### config.mk
export PLATFORM = sky130hd
export DESIGN_NAME = kmc_div
export DESIGN_NICKNAME = d
export VERILOG_FILES = /design/src/rtl/kmc_div.sv
export SDC_FILE = /design/constraint.sdc
export NUM_CORES = 1
export LEC_CHECK = 0
export BUFFER_PORTS_ARGS = -buffer_cell sky130_fd_sc_hd__buf_2
export CAP_MARGIN = 20
export CORE_MARGIN = 5
export CORE_UTILIZATION = 51
export CTS_CLUSTER_SIZE = 30
export DETAILED_ROUTE_END_ITERATION = 10
export GPL_ROUTABILITY_DRIVEN = 0
export MAX_ROUTING_LAYER = met4
export PLACE_DENSITY = 0.78
export SYNTH_ARGS = -nofsm -noshare
export SYNTH_HDL_FRONTEND = slang
export SYNTH_SLANG_ARGS = --single-unit
### constraint.sdc
create_clock -name aclk -period 2.7 [get_ports aclk]
set_input_delay 0.135 -clock aclk [delete_from_list [all_inputs] [get_ports aclk]]
set_output_delay 0.135 -clock aclk [all_outputs]
set_load 0.02 [all_outputs]
### src/rtl/kmc_div.sv
`timescale 1ns / 1ps

// Signed-by-unsigned restoring divider, one quotient bit per cycle,
// truncates toward zero.
module kmc_div #(
    parameter int N_W = 25,
    parameter int D_W = 9
) (
    input  logic                  aclk,
    input  logic                  aresetn,
    input  logic                  start,
    input  logic signed [N_W-1:0] dividend,
    input  logic        [D_W-1:0] divisor,
    output logic                  done,
    output logic signed [N_W-1:0] quotient
);

    localparam int CNT_W = $clog2(N_W + 1);

    logic [D_W:0]   rem_reg;
    logic [N_W-1:0] quo_reg;
    logic [D_W-1:0] div_reg;
    logic           neg_reg;
    logic           busy_reg;
    logic           done_reg;
    logic [CNT_W-1:0] cnt_reg;

    logic [D_W:0] trial;
    logic         fits;

    assign trial = {rem_reg[D_W-1:0], quo_reg[N_W-1]};
    assign fits  = trial >= {1'b0, div_reg};

    always_ff @(posedge aclk) begin
        if (!aresetn) begin
            busy_reg <= 1'b0;
            done_reg <= 1'b0;
            cnt_reg  <= '0;
        end else begin
            done_reg <= 1'b0;
            if (start) begin
                busy_reg <= 1'b1;
                cnt_reg  <= CNT_W'(N_W);
                rem_reg  <= '0;
                div_reg  <= divisor;
                neg_reg  <= dividend[N_W-1];
                quo_reg  <= dividend[N_W-1] ? N_W'(-dividend) : N_W'(dividend);
            end else if (busy_reg) begin
                rem_reg <= fits ? (trial - {1'b0, div_reg}) : trial;
                quo_reg <= {quo_reg[N_W-2:0], fits};
                cnt_reg <= cnt_reg - 1'b1;
                if (cnt_reg == CNT_W'(1)) begin
                    busy_reg <= 1'b0;
                    done_reg <= 1'b1;
                end
            end
        end
    end

    assign done     = done_reg;
    assign quotient = neg_reg ? -$signed(quo_reg) : $signed(quo_reg);

endmodule

Yosys cells after proc, flatten, opt, wreduce, memory -nomap -nowiden
Cells that the tools add are included.
{"block": "op_classes", "n_addsub": 4, "n_mul": 0, "div": 0, "magnitude_cmp": 1, "n_eq_ne": 1, "shift": 0, "muxes": 12, "bitwise_logic": 2, "reduce_logical": 5}
{"op": "25-bit 2-to-1 mux", "count": 4}
{"op": "25-bit negation", "count": 2}
{"op": "9-bit 2-to-1 mux", "count": 2}
{"op": "10-bit by 9-bit >= comparator with 1-bit output", "count": 1}
{"op": "5-bit 2-to-1 mux", "count": 2}
{"op": "9-bit subtractor", "count": 1}
{"op": "5-bit by 1-bit == test with 1-bit output, second input constant", "count": 1}
{"op": "5-bit by 1-bit subtractor with 5-bit output, second input constant", "count": 1}
{"op": "1-bit 2-to-1 mux", "count": 4}
{"op": "2-bit AND reduction", "count": 2}
{"op": "3-bit OR reduction", "count": 1}
{"op": "1-bit NOT", "count": 2}
{"op": "2-bit nonzero test", "count": 1}
{"op": "2-bit OR reduction", "count": 1}
{"block": "word_totals", "reg_bits": 51, "latch_bits": 0, "mem_bits_rw": 0, "romBits": 0, "inputBits": 37, "out_inout_bits": 26, "memories": 0}

Longest topological paths before layout
{"block": "logic_depth", "ltp_word": 4, "ltp_mapped": 10, "ltp_nobuf": 9}

Worst setup path before layout
Ideal clock, no wire load.
{"block": "synth_path", "path_type": "reg2reg", "startpoint": "reg quo_reg[24]", "endpoint": "reg rem_reg[2] (data pin)", "arrival_time_ns": 2.416, "t_required_ns": 2.434, "setup_slack_ns": 0.018, "path_stages_with_launch": 11, "path_buffers": 1, "synth_period_minus_slack_ns": 2.682, "path_cell_list": "edfxtp_1 -> inv_1 -> ha_1 -> inv_1 -> fa_1 -> a21o_1 -> o211a_1 -> a211oi_1 -> buf_2 -> mux2i_1 -> nor2_1"}
{"block": "synth_via", "elab_chain_cells": 3, "word_cells_on_any_way": 4, "classes_between": "add/sub (1); order compare (1); mux (2)"}
{"item": "from (decl)", "line_no": "21", "source": "logic [N_W-1:0] quo_reg;"}
{"item": "from (signal assigned)", "line_no": "47", "source": "quo_reg <= dividend[N_W-1] ? N_W'(-dividend) : N_W'(dividend);"}
{"item": "from (signal assigned)", "line_no": "50", "source": "quo_reg <= {quo_reg[N_W-2:0], fits};"}
{"item": "9-bit subtractor or 10-bit by 9-bit >= comparator with 1-bit output (tied branches)", "line_no": "49, 32"}
{"item": "9-bit 2-to-1 mux (*)", "line_no": "49", "source": "rem_reg <= fits ? (trial - {1'b0, div_reg}) : trial;"}
{"item": "9-bit 2-to-1 mux (*)", "line_no": "48", "source": "end else if (busy_reg) begin"}
{"item": "to (signal assigned)", "line_no": "49"}
{"item": "to (decl)", "line_no": "20", "source": "logic [D_W:0] rem_reg;"}
Every way passes the cells marked *; elsewhere a longest branch is shown, timed or not. The select of a mux whose other input is x is not followed.
A chain may end at the register's enable or synchronous reset.

Worst setup path after layout
{"block": "layout_path", "startpoint": "reg quo_reg[1]", "endpoint": "out quotient[18]"}
{"block": "layout_via", "elab_chain_cells": 2}
{"item": "25-bit negation", "line_no": "61", "source": "assign quotient = neg_reg ? -$signed(quo_reg) : $signed(quo_reg);"}
{"item": "25-bit 2-to-1 mux", "line_no": "61"}
{"item": "to (decl)", "line_no": "15", "source": "output logic signed [N_W-1:0] quotient"}
Every way passes these cells.

==> results.tsv <==
stage	metric	value	unit
run_status	outcome	finished with violations	
run_status	failing checks	negative setup slack	
pwr	worst vdd ir	267	µV
min_path	number of cells on the worst hold path	2	
clock_network	cts bufs inserted	5	
floorplan	Chip Width	92.9	µm
yosys	area share of the leading cell type in the synthesized netlist	0.377	
timing	number of hold-slack violations in the final timing report	0	
grt	total grt overflow	0	
clock_network	CTS Sinks	51	
clock_network	TritonCTS clock tree	built	
setup_path	WP data arrival	2780	ps
timing	worst relative slew slack	0.654	
route	mean number of vias per cell	5.82	
grt	largest net degree at the start of global routing	35	
floorplan	die extent in y	92.9	µm
setup_path	count of cell instances traversed by the critical path	8	
setup_path	cell type of the slowest stage on the worst timing path	sky130_fd_sc_hd__or4b_4	
timing	final setup violation count	4	
final_layout	final cell utilization of the core	0.623	
route	final wirelength	8120	µm
grt	antenna violations before repair	0	
yosys	dominant synthesized flop cell	sky130_fd_sc_hd__edfxtp_1	
timing	Worst-Margin Slew	515	ps
route	DRC marker count from the first detailed-route iteration	134	
timing	setup repair after global routing missed its margin	true	
run	Maximum Capacitance Violations	0	
timing	post-layout min period	2910	ps
clock_network	clock-pin slew on the worst setup and hold paths	110	ps
yosys	mean area per synthesized cell	9.80	µm²
setup_path	Worst Setup Start Kind	flip-flop	
route	number of nets with antenna violations after routing	0	
clock_network	buffer depth of the longest clock path	2	
final_layout	Area Overhead vs Synth	20.1	%
final_layout	Net count, final	489	
grt	total global-route track usage	0.198	
final_layout	share of final-layout standard cells stronger than drive strength 1	0.228	
place	Post-Place Worst Slack	99.1	ps
route	wire length per cell	15.6	µm
pwr	sum of internal, switching and leakage power	2140	µW
floorplan	effective utilization at floorplan	0.519	
yosys	leading post-synthesis cells by cell area	sky130_fd_sc_hd__edfxtp_1 38%, sky130_fd_sc_hd__xnor2_1 6.7%, sky130_fd_sc_hd__xor2_1 6.0%	
floorplan	Core Footprint	0.00676	mm²
timing	Clock Skews	10.8	ps
pwr	Static Leakage	0.00169	µW
route	router iterations before antenna repair	4	
clock_network	number of levels the H-tree was split into	2	
setup_path	cell-by-cell listing of the critical path	inv_1 > ha_2 > or4b_4 > or4_4 > or3_4 > o31ai_4 > xnor2_1 > buf_4	
grt	via count of the first global-routing pass	2999	
setup_path	largest driver fanout on the critical path	3	
place	detailed-placement wirelength estimate	5960	µm
floorplan	ports placed on the boundary	63	
yosys	cell type with the largest total area after synthesis	sky130_fd_sc_hd__edfxtp_1	
timing	share of the cycle needed by the critical path after routing	1.08	
yosys	Mapped Area	0.00351	mm²
yosys	number of synthesized flops with an enable pin	44	
yosys	sequential area share after synthesis	0.417	
route	Vias	3023	
setup_path	Max stage delay on crit path	460	ps
timing	number of max-slew violations in the final report	0	
final_layout	Largest register FFs	25	
grt	first-pass GRT wire length	13500	µm
pwr	power density cells	508	mW/mm²
place	number of buffer cells added on primary ports	62	
final_layout	diode count	0	
clock_network	clock latency reported for the late side of the worst-skew pair	310	ps
route	DRC violations left	0	
setup_path	Worst EP required	2570	ps
setup_path	Worst Setup End Kind	output port	
place	dpl cells	500	
final_layout	final standard cell count with taps included and fillers excluded	519	
floorplan	total number of placement rows	30	
min_path	Hold/Removal Path Class	input pin to flip-flop	
yosys	Synth warnings	0	
timing	maximum clock frequency	343	MHz
yosys	share of synthesized flip-flops with an asynchronous set or reset	0	
yosys	distinct cell type count of the synthesized netlist	49	
setup_path	family with the most delay on the worst path	simple AND/OR/NAND/NOR gates	
timing	final worst-path setup slack	-212	ps
setup_path	CP bufs+invs	2	
clock_network	root buf cell	sky130_fd_sc_hd__clkbuf_8	
yosys	synthesis-stage register bit count	51	
setup_path	Reg2Reg Depth	10	
floorplan	die footprint	0.00864	mm²
setup_path	Worst Path Class, Setup	flip-flop to output port	
yosys	post-synthesis cell count	358	
yosys	syn nets	409	
[cells in the mapped netlist (all sizes together) (2+ instances only)]
| master | n |
|---|---|
| or2 | 2 |
| nand2 | 20 |
| dfxtp | 7 |
| nand4 | 4 |
| nand2b | 5 |
| buf | 5 |
| ha | 13 |
| or4 | 7 |
| or3 | 6 |
| o21a | 6 |
| a21boi | 2 |
| nor2b | 3 |
| nor4b | 3 |
| xnor2 | 27 |
| xor2 | 24 |
| nor4 | 4 |
| clkbuf | 9 |
| o41ai | 7 |
| and3 | 5 |
| nor2 | 34 |
| a21oi | 26 |
| nand3b | 4 |
| mux2i | 8 |
| nand3 | 2 |
| edfxtp | 44 |
| a211oi | 5 |
| o211ai | 3 |
| nor3 | 7 |
| a21o | 4 |
| o21ai | 17 |
| inv | 19 |
| o31ai | 15 |
[path summary, 6_finish.rpt]
path                            slack, ps                  endpoint                     from
worst min register to register        510   cnt_reg[1]$_SDFFE_PP0P_  cnt_reg[1]$_SDFFE_PP0P_
worst min-delay path                  100   cnt_reg[3]$_SDFFE_PN0N_                  aresetn
worst max register to register        140  rem_reg[2]$_SDFFCE_PP0P_    quo_reg[24]$_DFFE_PP_
worst max-delay path                 -210              quotient[18]     quo_reg[1]$_DFFE_PP_
[per-layer routing]
metal  track usage  part of all wire  vias to the layer above
li1              -                 -                     1484
met1         0.243              0.42                     1433
met2         0.335              0.50                       89
met3        0.0317             0.050                       17
met4        0.0635             0.023                        0
met5             -                 0                        -
[where the power goes]
| group | total (µW) | switching (µW) | internal [µW] |
|---|---|---|---|
| Clock | 522 | 279 | 243 |
| Sequential | 994 | 56.5 | 938 |
| Combinational | 625 | 350 | 275 |
| Total | 2140 | 686 | 1460 |
[cell type report]
type	instances	area [µm²]
fillers	573	2540
repair buffers	87	528
well taps	80	100
clock buffers	6	93.8
clock inverters	2	15.0
multi-input cells	274	1940
inverters	19	71.3
flip-flops and latches	51	1460
[metrics by stage]
stage | hold slack, ps | area [µm²] | TNS (ps)
floorplan | 234 | 3510 | 0
global placement | 311 | 3970 | 0
CTS | 95.8 | 4190 | -491
finish | 102 | 4210 | -620
global route | 103 | 4210 | -1250
detailed placement | 314 | 3970 | 0
[kinds of logic (layout without fill, tap and decap cells)]
| kind of cell | count (synthesis) | count (layout) | synth area share |
|---|---|---|---|
| AND/OR/NAND/NOR | 108 | 108 | 0.162 |
| buffers and inverters | 33 | 114 | 0.0378 |
| XOR/XNOR | 51 | 51 | 0.127 |
| flip-flops | 51 | 51 | 0.417 |
| adder cells (fa/ha/maj) | 14 | 14 | 0.0521 |
| AO/OA/AOI/OAI | 93 | 93 | 0.182 |
| multiplexers | 8 | 8 | 0.0228 |
[layout by cell type, fill, tap and decap left out, drive strengths merged, types with 8 or more instances in the layout]
| cell | count |
|---|---|
| nor2 | 34 |
| inv | 21 |
| o21ai | 17 |
| ha | 13 |
| o31ai | 15 |
| buf | 78 |
| mux2i | 8 |
| a21oi | 26 |
| xnor2 | 27 |
| xor2 | 24 |
| edfxtp | 44 |
| dlygate4sd3 | 9 |
| nand2 | 20 |
[repair_timing]
item                                    CTS  global route
endpoints found under the setup margin    3            14
pin swaps                                 1             1
buffers inserted                          0             2
gates resized for setup                   6             3
hold buffers                              9             0
hold endpoints to repair                  9             0
[worst reg2reg max path, cell delays in order, from the launching register on]
cell and delay, ps:
sky130_fd_sc_hd__edfxtp_1 440, sky130_fd_sc_hd__inv_1 100, sky130_fd_sc_hd__ha_1 170, sky130_fd_sc_hd__inv_1 60, sky130_fd_sc_hd__fa_1 400, sky130_fd_sc_hd__a21o_1 230
sky130_fd_sc_hd__o211a_1 230, sky130_fd_sc_hd__a211oi_2 240, sky130_fd_sc_hd__buf_4 210, sky130_fd_sc_hd__mux2i_1 190, sky130_fd_sc_hd__nor2_1 60
No activity file was read; power rests on OpenSTA's default activity.
